<file path="config.mk">
export PLATFORM = sky130hd
export DESIGN_NAME = psp16_ctrl
export DESIGN_NICKNAME = d
export VERILOG_FILES = /design/src/psp16_pkg.sv /design/src/psp16_ctrl.sv
export VERILOG_INCLUDE_DIRS = /design/src /design/src/src
export SDC_FILE = /design/constraint.sdc
export NUM_CORES = 1
export LEC_CHECK = 0
export BUFFER_PORTS_ARGS = -buffer_cell sky130_fd_sc_hd__buf_4
export CORE_MARGIN = 5
export CORE_UTILIZATION = 47
export CTS_CLUSTER_DIAMETER = 60
export CTS_CLUSTER_SIZE = 28
export DETAILED_ROUTE_END_ITERATION = 8
export PLACE_DENSITY = 0.74
export SETUP_SLACK_MARGIN = 0.5
export SYNTH_ARGS = -nofsm -noshare
export SYNTH_HDL_FRONTEND = slang
export SYNTH_SLANG_ARGS = --single-unit
</file>
<file path="constraint.sdc">
create_clock -name clk -period 2.1 [get_ports clk]
set_clock_uncertainty 0.1 [all_clocks]
set_input_delay 0.63 -clock clk [delete_from_list [all_inputs] [get_ports clk]]
set_output_delay 0.63 -clock clk [all_outputs]
set_load 0.01 [all_outputs]
</file>
<file path="src/pcm_sample_playback_16ch_defines.svh">
// Assertion macros used by the sample player controller.
// Needs clk and rst_n in the scope of each use.
`ifndef PCM_SAMPLE_PLAYBACK_16CH_DEFINES_SVH
`define PCM_SAMPLE_PLAYBACK_16CH_DEFINES_SVH

// same-cycle implication
`define PSP16_ASSERT_NOW(lbl, ante, cons) \
  lbl: assert property (@(posedge clk) disable iff (!rst_n) (ante) |-> (cons)) \
    else $error("psp16 assertion failed");

// next-cycle implication
`define PSP16_ASSERT_NEXT(lbl, ante, cons) \
  lbl: assert property (@(posedge clk) disable iff (!rst_n) (ante) |=> (cons)) \
    else $error("psp16 assertion failed");

`endif

</file>
<file path="src/psp16_pkg.sv">
// Shared types, constants and helpers of the sample player.
// No dependencies.
`default_nettype none
package psp16_pkg;

  localparam int ROM_ADDR_BITS = 19;
  localparam int CHANNELS      = 16;
  localparam int CHAN_BITS     = 4;
  localparam int RAM_BITS      = 11;
  localparam int RAM_DEPTH     = 2048;
  localparam int ACC_BITS      = 21;
  localparam int NUM_KEYS      = 9;

  typedef logic [ROM_ADDR_BITS-1:0] rom_addr_t;
  typedef logic [RAM_BITS-1:0]      ram_addr_t;
  typedef logic [CHAN_BITS-1:0]     chan_t;
  typedef logic [3:0]               key_t;

  localparam logic [1:0] OP_REG_WR = 2'd0;
  localparam logic [1:0] OP_REG_RD = 2'd1;
  localparam logic [1:0] OP_ROM_LD = 2'd2;
  localparam logic [1:0] OP_TICK   = 2'd3;

  localparam logic [1:0] CFG_BANK_SHIFT  = 2'd0;
  localparam logic [1:0] CFG_BANK_MASK   = 2'd1;
  localparam logic [1:0] CFG_UPDATE_STEP = 2'd2;

  // per-channel register keys, in read order
  localparam key_t K_FLAGS = 4'd0;
  localparam key_t K_AHI   = 4'd1;
  localparam key_t K_AMID  = 4'd2;
  localparam key_t K_LHI   = 4'd3;
  localparam key_t K_LMID  = 4'd4;
  localparam key_t K_END   = 4'd5;
  localparam key_t K_VL    = 4'd6;
  localparam key_t K_VR    = 4'd7;
  localparam key_t K_PITCH = 4'd8;

  localparam logic [7:0] FLAGS_REG = 8'h86;

  typedef struct packed {
    logic [1:0]  opcode;
    logic [10:0] reg_offset;
    logic [18:0] rom_offset;
    logic [7:0]  write_data;
  } in_word_t;

  typedef struct packed {
    logic               result_kind;
    logic [7:0]         read_data;
    logic signed [15:0] left_sample;
    logic signed [15:0] right_sample;
  } out_word_t;

  typedef enum logic [1:0] {RS_ITEM, RS_CHAN, RS_CLEAR} ram_src_t;
  typedef enum logic [2:0] {W_ITEM, W_FF, W_FLAGS, W_AMID, W_AHI} wsel_t;

  typedef enum logic [3:0] {
    ST_CLEAR, ST_IDLE, ST_EXEC, ST_RD_DONE, ST_RD, ST_RD_LAST, ST_EVAL,
    ST_FETCH, ST_MUL, ST_ACC, ST_WR_MID, ST_WR_HI, ST_TICK_OUT
  } state_t;

  typedef struct packed {
    logic      in_ready;
    logic      ram_rd;
    logic      ram_wr;
    ram_src_t  src;
    ram_addr_t clr_addr;
    key_t      key;
    chan_t     chan;
    wsel_t     wsel;
    logic      latch;
    key_t      latch_key;
    logic      rom_wr;
    logic      rom_rd;
    logic      eval;
    logic      mul;
    logic      acc;
    logic      mix_clr;
    logic      frac_clr;
    logic      frac_wr;
    logic      out_load_rd;
    logic      out_load_tick;
  } cmd_t;

  typedef struct packed {
    logic [1:0] op;
    logic       stopped;
    logic       at_end;
    logic       no_loop;
    logic       out_free;
  } sts_t;

  function automatic logic [7:0] key_offset(input key_t k);
    logic [7:0] o;
    case (k)
      K_FLAGS: o = FLAGS_REG;
      K_AHI:   o = 8'h85;
      K_AMID:  o = 8'h84;
      K_LHI:   o = 8'h05;
      K_LMID:  o = 8'h04;
      K_END:   o = 8'h06;
      K_VL:    o = 8'h02;
      K_VR:    o = 8'h03;
      K_PITCH: o = 8'h07;
      default: o = 8'h00;
    endcase
    return o;
  endfunction

endpackage
`default_nettype wire

</file>
<file path="src/psp16_ctrl.sv">
// Controller: sequences register RAM clearing, item execution and the per-channel tick walk.
// Depends on psp16_pkg and the assertion macros header.
`default_nettype none
`include "pcm_sample_playback_16ch_defines.svh"
module psp16_ctrl (
  input  wire logic            clk,
  input  wire logic            rst_n,
  input  wire logic            in_valid,
  input  wire psp16_pkg::sts_t sts,
  output psp16_pkg::cmd_t      cmd
);

  psp16_pkg::state_t    state_r, state_nxt;
  psp16_pkg::ram_addr_t clr_r, clr_nxt;
  psp16_pkg::chan_t     chan_r, chan_nxt;
  psp16_pkg::key_t      kidx_r, kidx_nxt;

  always_ff @(posedge clk) begin
    if (!rst_n) begin
      state_r <= psp16_pkg::ST_CLEAR;
      clr_r   <= '0;
      chan_r  <= '0;
      kidx_r  <= '0;
    end else begin
      state_r <= state_nxt;
      clr_r   <= clr_nxt;
      chan_r  <= chan_nxt;
      kidx_r  <= kidx_nxt;
    end
  end

  always_comb begin
    logic last_chan;
    last_chan = (chan_r == psp16_pkg::chan_t'(psp16_pkg::CHANNELS - 1));
    state_nxt = state_r;
    clr_nxt   = clr_r;
    chan_nxt  = chan_r;
    kidx_nxt  = kidx_r;
    cmd           = '0;
    cmd.src       = psp16_pkg::RS_CHAN;
    cmd.wsel      = psp16_pkg::W_FF;
    cmd.clr_addr  = clr_r;
    cmd.chan      = chan_r;
    cmd.key       = kidx_r;
    case (state_r)
      psp16_pkg::ST_CLEAR: begin
        cmd.ram_wr = 1'b1;
        cmd.src    = psp16_pkg::RS_CLEAR;
        clr_nxt    = clr_r + 1'b1;
        if (clr_r == psp16_pkg::ram_addr_t'(psp16_pkg::RAM_DEPTH - 1))
          state_nxt = psp16_pkg::ST_IDLE;
      end
      psp16_pkg::ST_IDLE: begin
        cmd.in_ready = 1'b1;
        if (in_valid) state_nxt = psp16_pkg::ST_EXEC;
      end
      psp16_pkg::ST_EXEC: begin
        cmd.src = psp16_pkg::RS_ITEM;
        case (sts.op)
          psp16_pkg::OP_REG_WR: begin
            cmd.ram_wr = 1'b1;
            cmd.wsel   = psp16_pkg::W_ITEM;
            state_nxt  = psp16_pkg::ST_IDLE;
          end
          psp16_pkg::OP_REG_RD: begin
            cmd.ram_rd = 1'b1;
            state_nxt  = psp16_pkg::ST_RD_DONE;
          end
          psp16_pkg::OP_ROM_LD: begin
            cmd.rom_wr = 1'b1;
            state_nxt  = psp16_pkg::ST_IDLE;
          end
          default: begin
            cmd.mix_clr = 1'b1;
            chan_nxt    = '0;
            kidx_nxt    = '0;
            state_nxt   = psp16_pkg::ST_RD;
          end
        endcase
      end
      psp16_pkg::ST_RD_DONE: begin
        // hold the read byte until the output register frees up
        if (sts.out_free) begin
          cmd.out_load_rd = 1'b1;
          state_nxt       = psp16_pkg::ST_IDLE;
        end
      end
      psp16_pkg::ST_RD: begin
        cmd.ram_rd    = 1'b1;
        cmd.latch     = (kidx_r != psp16_pkg::K_FLAGS);
        cmd.latch_key = kidx_r - 1'b1;
        if (kidx_r == psp16_pkg::key_t'(psp16_pkg::NUM_KEYS - 1))
          state_nxt = psp16_pkg::ST_RD_LAST;
        else
          kidx_nxt = kidx_r + 1'b1;
      end
      psp16_pkg::ST_RD_LAST: begin
        cmd.latch     = 1'b1;
        cmd.latch_key = kidx_r;
        state_nxt     = psp16_pkg::ST_EVAL;
      end
      psp16_pkg::ST_EVAL: begin
        if (sts.stopped || (sts.at_end && sts.no_loop)) begin
          if (!sts.stopped) begin
            cmd.ram_wr   = 1'b1;
            cmd.key      = psp16_pkg::K_FLAGS;
            cmd.wsel     = psp16_pkg::W_FLAGS;
            cmd.frac_clr = 1'b1;
          end
          kidx_nxt = '0;
          if (last_chan) state_nxt = psp16_pkg::ST_TICK_OUT;
          else begin
            chan_nxt  = chan_r + 1'b1;
            state_nxt = psp16_pkg::ST_RD;
          end
        end else begin
          cmd.eval  = 1'b1;
          state_nxt = psp16_pkg::ST_FETCH;
        end
      end
      psp16_pkg::ST_FETCH: begin
        cmd.rom_rd = 1'b1;
        state_nxt  = psp16_pkg::ST_MUL;
      end
      psp16_pkg::ST_MUL: begin
        cmd.mul   = 1'b1;
        state_nxt = psp16_pkg::ST_ACC;
      end
      psp16_pkg::ST_ACC: begin
        cmd.acc   = 1'b1;
        state_nxt = psp16_pkg::ST_WR_MID;
      end
      psp16_pkg::ST_WR_MID: begin
        cmd.ram_wr = 1'b1;
        cmd.key    = psp16_pkg::K_AMID;
        cmd.wsel   = psp16_pkg::W_AMID;
        state_nxt  = psp16_pkg::ST_WR_HI;
      end
      psp16_pkg::ST_WR_HI: begin
        cmd.ram_wr  = 1'b1;
        cmd.key     = psp16_pkg::K_AHI;
        cmd.wsel    = psp16_pkg::W_AHI;
        cmd.frac_wr = 1'b1;
        kidx_nxt    = '0;
        if (last_chan) state_nxt = psp16_pkg::ST_TICK_OUT;
        else begin
          chan_nxt  = chan_r + 1'b1;
          state_nxt = psp16_pkg::ST_RD;
        end
      end
      psp16_pkg::ST_TICK_OUT: begin
        if (sts.out_free) begin
          cmd.out_load_tick = 1'b1;
          state_nxt         = psp16_pkg::ST_IDLE;
        end
      end
      default: state_nxt = psp16_pkg::ST_IDLE;
    endcase
  end

  `PSP16_ASSERT_NOW(a_no_accept_in_clear, state_r == psp16_pkg::ST_CLEAR, !cmd.in_ready)
  `PSP16_ASSERT_NOW(a_out_load_free, cmd.out_load_rd || cmd.out_load_tick, sts.out_free)
  `PSP16_ASSERT_NEXT(a_accept_executes, cmd.in_ready && in_valid, state_r == psp16_pkg::ST_EXEC)

endmodule
`default_nettype wire

</file>
==> results of run 1 <==
## per-stage QoR
step | TNS, ps | power [W]
after floorplan | -72.9 | 0.00111
after detailed placement | -1690 | 0.00125
after global placement | -1690 | 0.00123
after CTS | -2670 | 0.00170
final | -3620 | 0.00209
after global routing | -4690 | 0.00217
## cells in the final DEF (no fill, tap or decap), types with 7 or more instances in the layout
cell type	n
a21oi_2	7
nand4_1	7
buf_6	36
nor2_4	10
nand2_1	14
o21ai_0	9
dfxtp_1	7
dfxtp_2	11
nor2_1	21
buf_4	70
xor2_1	8
## registers in the layout, summed over array words and instances (netlist names)
| register | flops |
|---|---|
| state_r | 4 |
| chan_r | 4 |
| clr_r | 11 |
| kidx_r | 4 |
## cell type report
class / instances / area [um2] / share of cell area (%)
Multi-Input combinational cell: 186 / 1630 / 49.1
Timing Repair Buffer: 113 / 1060 / 31.9
Sequential cell: 23 / 493 / 14.8
Tap cell: 48 / 60.1 / 1.80
Clock buffer: 3 / 41.3 / 1.24
Inverter: 8 / 35.0 / 1.05
Clock inverter: 1 / 5.00 / 0.150
## worst max-delay path, cell delays in order (launching register included)
cell and delay [ps]:
dfxtp_4 370, buf_6 120, nor4bb_4 300, nor2b_4 240, and2_4 170, or3_4 110
buf_6 90
## repair_timing
item                       CTS  global route
resized for setup           57            49
pin swaps                   20            31
setup endpoints to repair   48            57
buffers inserted             7            25
## report_power, final
| group | leakage, nW | switching [W] | total [W] | internal (W) |
|---|---|---|---|---|
| clock | 0.0255 | 0.000162 | 0.000295 | 0.000133 |
| combinational | 1.12 | 0.000556 | 0.00125 | 0.000698 |
| sequential | 0.195 | 0.0000553 | 0.000537 | 0.000481 |
## routing by layer
| layer | share of wire (%) | wire length (um) | global-route usage [%] |
|---|---|---|---|
| met1 | 38 | 2910 | 28.9 |
| met3 | 5.8 | 444 | 3.98 |
| met4 | 3.6 | 279 | 5.85 |
| met5 | 0 | 0 | 0 |
| met2 | 53 | 4050 | 40.3 |
## logic make-up (layout without fill, tap and decap cells)
| group | Yosys count | count (layout) | share of synthesized area [%] |
|---|---|---|---|
| adders and majority gates | 4 | 4 | 2.87 |
| and+or+nand+nor | 115 | 115 | 37.1 |
| muxes | 5 | 5 | 2.87 |
| AOI/OAI and AO/OA | 51 | 51 | 18.8 |
| xor gates and xnor gates | 11 | 11 | 5.53 |
| DFF | 23 | 23 | 26.4 |
| buffers and inverters | 25 | 125 | 6.32 |
## path summary, 6_finish.rpt
check | endpoint | slack, ps | cells past startpoint
setup / recovery | cmd[39] | -310 | 6
hold / removal | chan_r[0]$_SDFFE_PN0P_ | 450 | 2
setup reg to reg | chan_r[2]$_SDFFE_PN0P_ | 110 | 6
hold reg to reg | chan_r[0]$_SDFFE_PN0P_ | 450 | 2
==> results.md, run 1 <==
- Post-DRT Antenna Nets: 0
- Main synth FF type: dfxtp_1
- Syn. warnings: 0
- Number of global-route vias before repair: 2,045
- Final Hold Viols: 0
- Final period util: 115%
- Per-cell routed wire length: 20.1 um
- Distinct cells, synth: 54
- Fin cells: 382
- # diodes: 0
- CTS tree: done
- Post-synth EDFFs: 0
- Pin count of the biggest net entering global routing: 17
- Initial Utilization: 47.9%
- Grt ovf: 0
- Synth Register Bits: 23
- Hold_buf cts: 0
- Width of the die: 70.9 um
- Failing checks: setup timing
- Async set or reset register ratio after synthesis: 0%
- HP Class: reg -> reg
- Total core area: 3630 um2
- Worst VDD drop: 0.00108 V
- Hold path startpoint: chan_r[0]$_SDFFE_PN0P_
- Fmax: 415 MHz
- Vias: 2,341
- Final setup fails: 19
- R2R Path Start: state_r[3]$_SDFFE_PN0P_
- Final WL: 7.68 mm
- Post-synth top area share: 26.4%
- Seq/Total Area, Yosys: 26.4%
- Placed Instance Area: 2600 um2
- Remaining DRCs: 0
- Clk root buf: clkbuf_8
- Worst skew pair latency: 270 ps
- Crit end category: output port
- Max cap viols: 0
- Kind of critical path: reg -> out
- Initial antenna violation count: 0
- DIE AREA: 5020 um2
- P_leak: 1.34 nW
- Post-Syn Instances: 234
- Slew Viols, Final: 0
- CP Max Fanout: 3
- First-pass GRT wire length: 9.57 mm
- Setup crit start: state_r[3]$_SDFFE_PN0P_
- # nets final: 348
- Final worst slack: -312 ps
- Syn Nets: 247
- H-tree Lvls: 1
- Setup WS pre-CTS: -314 ps
- I/O pins: 51
- Share of post-route cells with drive strength above 1: 60.2%
- Worst slew margin: 60.3%
- Slew @ Worst Pin: 595 ps
- Worst path arrival time: 1680 ps
- Placement Rows: 22
- Pwr Density: 626 nW/um2
- Num Clock Sinks: 23
- Top-count cell post-synth: nor2_1
- Fin util: 91.6%
- Post-DP HPWL: 3.97 mm
- DRT Pass-1 Iters: 4
- Routability cong.: 0.885
- Largest cells by area after synthesis: dfxtp_1, nor2_1, a21oi_1
- Total CTS buffers: 3
- Die H: 70.9 um
- Hold_ws: 453 ps
- Status: finished with violations
- Port Buf Inserts: 50
- Yosys top cell by area: dfxtp_1
- RSZ-0062 raised after global routing: true
- Clock Path Buffers: 2
- Total global-route track usage: 22.9%
- Placed Cells: 346
- Fillers: 143
- CP required: 1370 ps
- Syn-to-layout area delta: 91.2%
- Commonest cells in the netlist: nor2_1, dfxtp_1, nand2_1
- Avg Synthesized Cell Area: 7.44 um2
- Fin area: 3330 um2
- Min cycle time layout: 2410 ps
- CP startpoint kind: flip-flop
- Vias per cell: 6.13
- Netlist area before placement: 1740 um2
- Clock-pin transition on the worst setup and hold timing paths: 90 ps
- Initial drt markers: 181
(Power assumes the default switching activity.)
==> run 2: changes to the inputs <==
Settings changed: CORE_UTILIZATION 47 to 45, PLACE_DENSITY 0.74 to 0.72.
==> run 2 against run 1 <==
Compared with the run above: the flow still finishes with violations (setup timing); first-iteration DRC count grew 2.8%; sequential share of layout area is 0.84 points lower; register-to-register slack lost 220 ps; clock power is 2% lower; final area rose by 5.0%; die area grew 3.8%; maximum frequency shrank 1.4%; critical path depth increased by 1; wire length increased by 15%; critical path type unchanged; critical endpoint is now cmd[22].
==> results.md, run 2 (synthesis results as in run 1) <==
- Status: finished with violations
- Failing checks: setup timing
- Fmax: 409 MHz (-1.4%)
- Final Hold Viols: 0 (unchanged)
- Buf/Inv on CP: 3 (+1)
- First-pass GRT wire length: 10.3 mm (+8.1%)
- Cell repeated most along the worst path: buf_4
- Power, Total: 0.00204 W (-2.1%)
- DRT Pass-1 Iters: 5 (+1)
- CP required: 1370 ps (about the same)
- Most frequent cells in the layout: buf_4, buf_6, nor2_1
- Clk root buf: clkbuf_8
- Number of global-route vias before repair: 2,229 (+9.0%)
- H-tree Lvls: 1 (unchanged)
- I/O pins: 51 (unchanged)
- # diodes: 0 (unchanged)
- Routability cong.: 0.921 (+4.1%)
- HP Class: reg -> reg
- Final setup fails: 22 (+3)
- Num Clock Sinks: 23 (unchanged)
- Most common cell after layout, fill and taps aside: buf_4
- Vias per cell: 6.34 (+3.5%)
- Initial antenna violation count: 0 (unchanged)
- CP max stage delay: 380 ps (about the same)
- Die H: 72.2 um (+1.9%)
- Initial drt markers: 186 (+2.8%)
- Share of post-route cells with drive strength above 1: 65.5% (+5.3 points)
- Width of the die: 72.2 um (+1.9%)
- Total CTS buffers: 3 (unchanged)
- Initial Utilization: 46.9% (-1.1 points)
- DIE AREA: 5210 um2 (+3.8%)
- Vias: 2,455 (+4.9%)
- Per-cell routed wire length: 22.8 um (+14%)
- Max FFs per register: 11 (unchanged)
- Final WL: 8.84 mm (+15%)
- Grt ovf: 0 (unchanged)
- CP startpoint kind: flip-flop
- RSZ-0062 raised after global routing: true
- Max cap viols: 0 (unchanged)
- Crit-path slowest cell: dfxtp_4
- Remaining DRCs: 0 (unchanged)
- Final period util: 116% (+1.6 points)
- Worst skew pair latency: 270 ps (about the same)
- P_leak: 1.40 nW (+4.0%)
- CTS tree: done
- CP Max Fanout: 4 (+1)
- Total global-route track usage: 24.3% (+1.4 points)
- Worst path cell trace: buf_12 > nor4bb_4 > buf_4 > nand3b_1 > nand2_1 > a21oi_2 > buf_4
- Worst VDD drop: 0.000747 V (-30%)
- # nets final: 353 (+1.4%)
- Post-DP HPWL: 3.93 mm (-0.95%)
- Worst path arrival time: 1720 ps (+40 ps)
- Crit end category: output port
- Worst slew margin: 59.0% (-1.3 points)
- Fin util: 94.0% (+2.4 points)
- Kind of critical path: reg -> out
- Port Buf Inserts: 50 (unchanged)
- Slew Viols, Final: 0 (unchanged)
- Reg with most FFs: clr_r
- Syn-to-layout area delta: 101%
- Min cycle time layout: 2450 ps (+34.5 ps)
- Clock-pin transition on the worst setup and hold timing paths: 80 ps (about the same)
- Pin count of the biggest net entering global routing: 17 (unchanged)
- Pwr Density: 584 nW/um2 (-6.8%)
- Slew @ Worst Pin: 614 ps (+19.4 ps)
- Post-DRT Antenna Nets: 0 (unchanged)
- Total core area: 3720 um2 (+2.3%)
- Largest delay contributor family on the critical path: simple AND/OR/NAND/NOR gates
- Clock Path Buffers: 2 (unchanged)
- Final worst slack: -346 ps (-34.5 ps)
- Placement Rows: 22 (unchanged)
run 2: cell count changes in the layout (fill, tap and decap cells not counted), sizes merged:
cell    delta
buf        +5
clkbuf     +1
clkinv     -1
run 2: where the power goes:
group / internal (W) / leakage (nW) / total (W) / switching, W
clock: 0.000136 / 0.0228 / 0.000289 / 0.000153
sequential: 0.000476 / 0.194 / 0.000540 / 0.0000638
combinational: 0.000639 / 1.18 / 0.00121 / 0.000573
total: 0.00125 / 1.40 / 0.00204 / 0.000790
run 2: final cells by class:
cell class / instances / area (um2)
multi-input combinational: 186 / 1740
timing repair buffer: 118 / 1130
sequential: 23 / 488
fill: 106 / 221
tap: 48 / 60.1
clock buffer: 4 / 45.0
inverter: 8 / 32.5
run 2: layer usage:
layer	global-route usage [%]	wire length (um)
met5	0	0
met3	2.77	664
met4	4.59	437
met2	45.8	4470
met1	29.5	3260
run 2: per-stage QoR:
| stage | instance area, um2 | setup TNS, ps | std cells | hold WS, ps | setup slack [ps] |
|---|---|---|---|---|---|
| 2_1_floorplan | 2120 | -72.9 | 234 | 381 | -72.9 |
| 3_3_place_gp | 2680 | -1540 | 355 | 388 | -302 |
| 3_5_place_dp | 2680 | -1750 | 355 | 400 | -313 |
| 4_1_cts | 3140 | -2750 | 375 | 425 | -277 |
| 5_1_grt | 3490 | -5160 | 387 | 462 | -399 |
| 6_report | 3490 | -4250 | 387 | 444 | -346 |
run 2: worst register-to-register path: cells and delay by family, from the launching register on:
family | cells | cell delay, ps
buf+inv | 5 | 650
compound gates | 2 | 510
simple gates | 2 | 430
flops | 1 | 390
run 2: timing repair:
| item | CTS | global route |
|---|---|---|
| pin swaps | 31 | 31 |
| gates resized for setup | 69 | 59 |
| setup endpoints to repair | 51 | 58 |
| hold buffers | 0 | 0 |
| setup buffers | 16 | 12 |
run 2: worst paths after layout:
path	from	to	slack, ps	cells after the start
worst min register to register	chan_r[2]$_SDFFE_PN0P_	chan_r[2]$_SDFFE_PN0P_	440	1
worst min-delay path	chan_r[2]$_SDFFE_PN0P_	chan_r[2]$_SDFFE_PN0P_	440	1
worst max register to register	state_r[0]$_SDFFE_PN0P_	clr_r[10]$_SDFFE_PN0P_	-110	9
worst max-delay path	state_r[3]$_SDFFE_PN0P_	cmd[22]	-350	7
==> run 3: changes to the inputs <==
Settings changed: ABC_AREA set to 1, CELL_PAD_IN_SITES_DETAIL_PLACEMENT set to 0, CELL_PAD_IN_SITES_GLOBAL_PLACEMENT set to 2, CORE_UTILIZATION 45 to 23, PLACE_DENSITY 0.72 to 0.73, TNS_END_PERCENT set to 20.
==> run 3 against run 2 <==
Compared with the run above: the run still ends with setup timing left; clock power fell by 3%; synthesized cell count rose by 18%; global-route usage fell by 11 points; via count fell by 19%; critical path depth fell by 1; sequential share of layout area rose by 3.5 points; critical endpoint is now cmd[9].
==> results.md, run 3 <==
- Status: finished with violations
- Failing checks: setup timing
- Worst slew margin: 74.7% (+16 points)
- Initial Utilization: 23.3% (-24 points)
- Placement Rows: 31 (+41%)
- Fin cells: 459 (+19%)
- R2R Setup Slk: 350 ps (+460 ps)
- Post-synthesis simple-gate area fraction: 48.0% (+11 points)
- Crit end category: output port
- Yosys top cell by area: dfxtp_1
- Post-synth top area share: 27.7% (+1.2 points)
- Slew Viols, Final: 0 (unchanged)
- Seq/Total Area, Yosys: 27.7% (+1.2 points)
- Worst r2r dst: clr_r[7]$_SDFFE_PN0P_
- Hold_ws: 369 ps (-75.9 ps)
- Final Hold Viols: 0 (unchanged)
- Adder-cell share of the synthesized area: 3.01% (+0.13 points)
- Clock-pin transition on the worst setup and hold timing paths: 80 ps (about the same)
- Synth Register Bits: 23 (unchanged)
- Final setup fails: 3 (-86%)
- Pin count of the biggest net entering global routing: 15 (-2)
- # diodes: 0 (unchanged)
- Hold_buf cts: 0 (unchanged)
- Async set or reset register ratio after synthesis: 0% (unchanged)
- Syn-to-layout area delta: 69.0%
- Routability cong.: 0.802 (-13%)
- Worst setup endpoint: cmd[9]
- Kind of critical path: reg -> out
- Share of post-route cells with drive strength above 1: 49.7% (-16 points)
- Worst skew pair latency: 260 ps (about the same)
- # nets final: 374 (+5.9%)
- Total CTS buffers: 3 (unchanged)
- CTS tree: done
- Setup crit start: state_r[2]$_SDFFE_PN0P_
- Post-DRT Antenna Nets: 0 (unchanged)
- Main synth FF type: dfxtp_1
- Final WL: 5.81 mm (-34%)
- HP Class: reg -> reg
- Crit-path slowest cell: dfxtp_4
- Distinct cells, synth: 29 (-46%)
- Compound-Gate Fraction of Synth Area: 9.55% (-9.3 points)
- Most common cell after layout, fill and taps aside: buf_4
- Post-DP HPWL: 4.52 mm (+15%)
- Final period util: 101% (-16 points)
- CP Max Fanout: 6 (+2)
- Syn Nets: 289 (+17%)
- Max cap viols: 0 (unchanged)
- Buf/Inv on CP: 3 (unchanged)
- CP required: 1370 ps (about the same)
- Commonest cells in the netlist: nand2_1, nor2_1, inv_1
- Vias: 1,999 (-19%)
- Largest cells by area after synthesis: dfxtp_1, nand2_1, nor2_1
- Die H: 95.1 um (+32%)
- Remaining DRCs: 0 (unchanged)
- Clock Path Buffers: 2 (unchanged)
- R2R Path Start: state_r[2]$_SDFFE_PN0P_
- Fillers: 790 (+650%)
- P_leak: 1.33 nW (-5.1%)
- Grt ovf: 0 (unchanged)
- Final worst slack: -13.8 ps (+333 ps)
- CP max stage delay: 370 ps (about the same)
- Post-synth EDFFs: 0 (unchanged)
- RSZ-0062 raised after global routing: true
- Vias per cell: 4.36 (-31%)
- Worst path cell trace: buf_6 > nor2_4 > buf_6 > nand2_4 > nor3_4 > buf_6
- Placed Cells: 435 (+23%)
- Pwr Density: 479 nW/um2 (-18%)
- Port Buf Inserts: 50 (unchanged)
- Slew @ Worst Pin: 377 ps (-237 ps)
- Min cycle time layout: 2110 ps (-333 ps)
- Post-Syn Instances: 276 (+18%)
- Cell repeated most along the worst path: buf_6
- Num Clock Sinks: 23 (unchanged)
- Total global-route track usage: 13.0% (-11 points)
- DIE AREA: 9040 um2 (+73%)
- Total core area: 7140 um2 (+92%)
- Clk root buf: clkbuf_8
- Max FFs per register: 11 (unchanged)
- Path depth of the worst reg2reg path: 11 (+2)
- Reg with most FFs: clr_r
- Number of global-route vias before repair: 1,917 (-14%)
- Avg Synthesized Cell Area: 6.03 um2 (-19%)
- First-pass GRT wire length: 9.30 mm (-10%)
- CP startpoint kind: flip-flop
- Syn. warnings: 0 (unchanged)
- Largest delay contributor family on the critical path: simple AND/OR/NAND/NOR gates
- Top-count cell post-synth: nand2_1
- WP depth: 6 (-1)
- Worst VDD drop: 0.000227 V (-70%)
- Most frequent cells in the layout: buf_4, nor2_1, nand2_1
- Netlist area before placement: 1660 um2 (-4.5%)
- I/O pins: 51 (unchanged)
- Initial antenna violation count: 0 (unchanged)
- Worst path arrival time: 1380 ps (-340 ps)
- H-tree Lvls: 1 (unchanged)
- Initial drt markers: 45 (-76%)
- Largest family of logic cells by synthesized area: simple AND/OR/NAND/NOR gates
- Post-synthesis mux area share: 0% (-2.9 points)
- Width of the die: 95.1 um (+32%)
- Fmax: 473 MHz (+16%)
- Synth Area in XOR/XNOR: 2.63% (-2.9 points)
- DRT Pass-1 Iters: 4 (-1)
- Per-cell routed wire length: 12.7 um (-45%)
==> run 3: cell type report <==
| class | count | area (um2) | share of cell area, % |
|---|---|---|---|
| inverters | 38 | 153 | 5.43 |
| clock buffers | 4 | 45.0 | 1.60 |
| flip-flops and latches | 23 | 490 | 17.4 |
| multi-input cells | 213 | 1300 | 46.3 |
| well taps | 99 | 124 | 4.40 |
| repair buffers | 82 | 699 | 24.9 |
==> run 3: worst min path at each step <==
stage,from,endpoint,depth (start not counted)
global placement,clr_r[7]$_SDFFE_PN0P_,clr_r[7]$_SDFFE_PN0P_,2
detailed placement,clr_r[7]$_SDFFE_PN0P_,clr_r[7]$_SDFFE_PN0P_,2
CTS,clr_r[7]$_SDFFE_PN0P_,clr_r[7]$_SDFFE_PN0P_,2
finish,clr_r[7]$_SDFFE_PN0P_,clr_r[7]$_SDFFE_PN0P_,2
floorplan,clr_r[7]$_SDFFE_PN0P_,clr_r[7]$_SDFFE_PN0P_,2
global route,clr_r[6]$_SDFFE_PN0P_,clr_r[6]$_SDFFE_PN0P_,1
==> run 3: repair_timing <==
| item | 4_1_cts | 5_1_grt |
|---|---|---|
| endpoints found under the setup margin | 49 | 52 |
| pin swaps | 15 | 20 |
| setup buffers | 10 | 10 |
| gates resized for setup | 34 | 69 |
==> run 3: metrics by stage <==
step	setup TNS, ps	cell area (um2)	setup slack [ps]	util [%]	total power, W
after floorplan	0	1710	248	-	0.000775
after global placement	0	2290	46.4	32.1	0.000987
after detailed placement	0	2290	40.5	32.1	0.000986
after CTS	-345	2520	-70.3	35.3	0.00129
after global routing	-924	2810	-104	39.4	0.00145
final	-29.8	2810	-13.8	39.4	0.00135
==> run 3: per-layer routing <==
layer  global-route usage, %  vias up  share of wire [%]
met5                       0        -                  0
met4                    4.81        0                1.4
met3                    1.66        7                3.9
met2                    22.4       47                 49
met1                    16.4      892                 46
li1                        -     1053                  -
==> run 3: worst reg2reg max path: cells and delay by family, from the launching register on <==
family	cells	cell delay, ps
DFF	1	370
and+or+nand+nor	4	430
AOI/OAI and AO/OA	2	200
buffers and inverters	5	570
==> run 3: kinds of logic (layout without fill, tap and decap cells) <==
group | after synthesis | after routing
compound gates | 29 | 29
buf+inv | 40 | 124
flops | 23 | 23
xor+xnor | 5 | 5
simple gates | 175 | 175
fa+ha+maj | 4 | 4
==> run 3: power by group <==
| group | switching (W) | leakage [nW] | total (W) | internal, W |
|---|---|---|---|---|
| logic | 0.000304 | 1.11 | 0.000546 | 0.000242 |
| registers | 0.0000508 | 0.195 | 0.000523 | 0.000472 |
| clock network | 0.000144 | 0.0228 | 0.000279 | 0.000136 |
| total | 0.000498 | 1.33 | 0.00135 | 0.000850 |
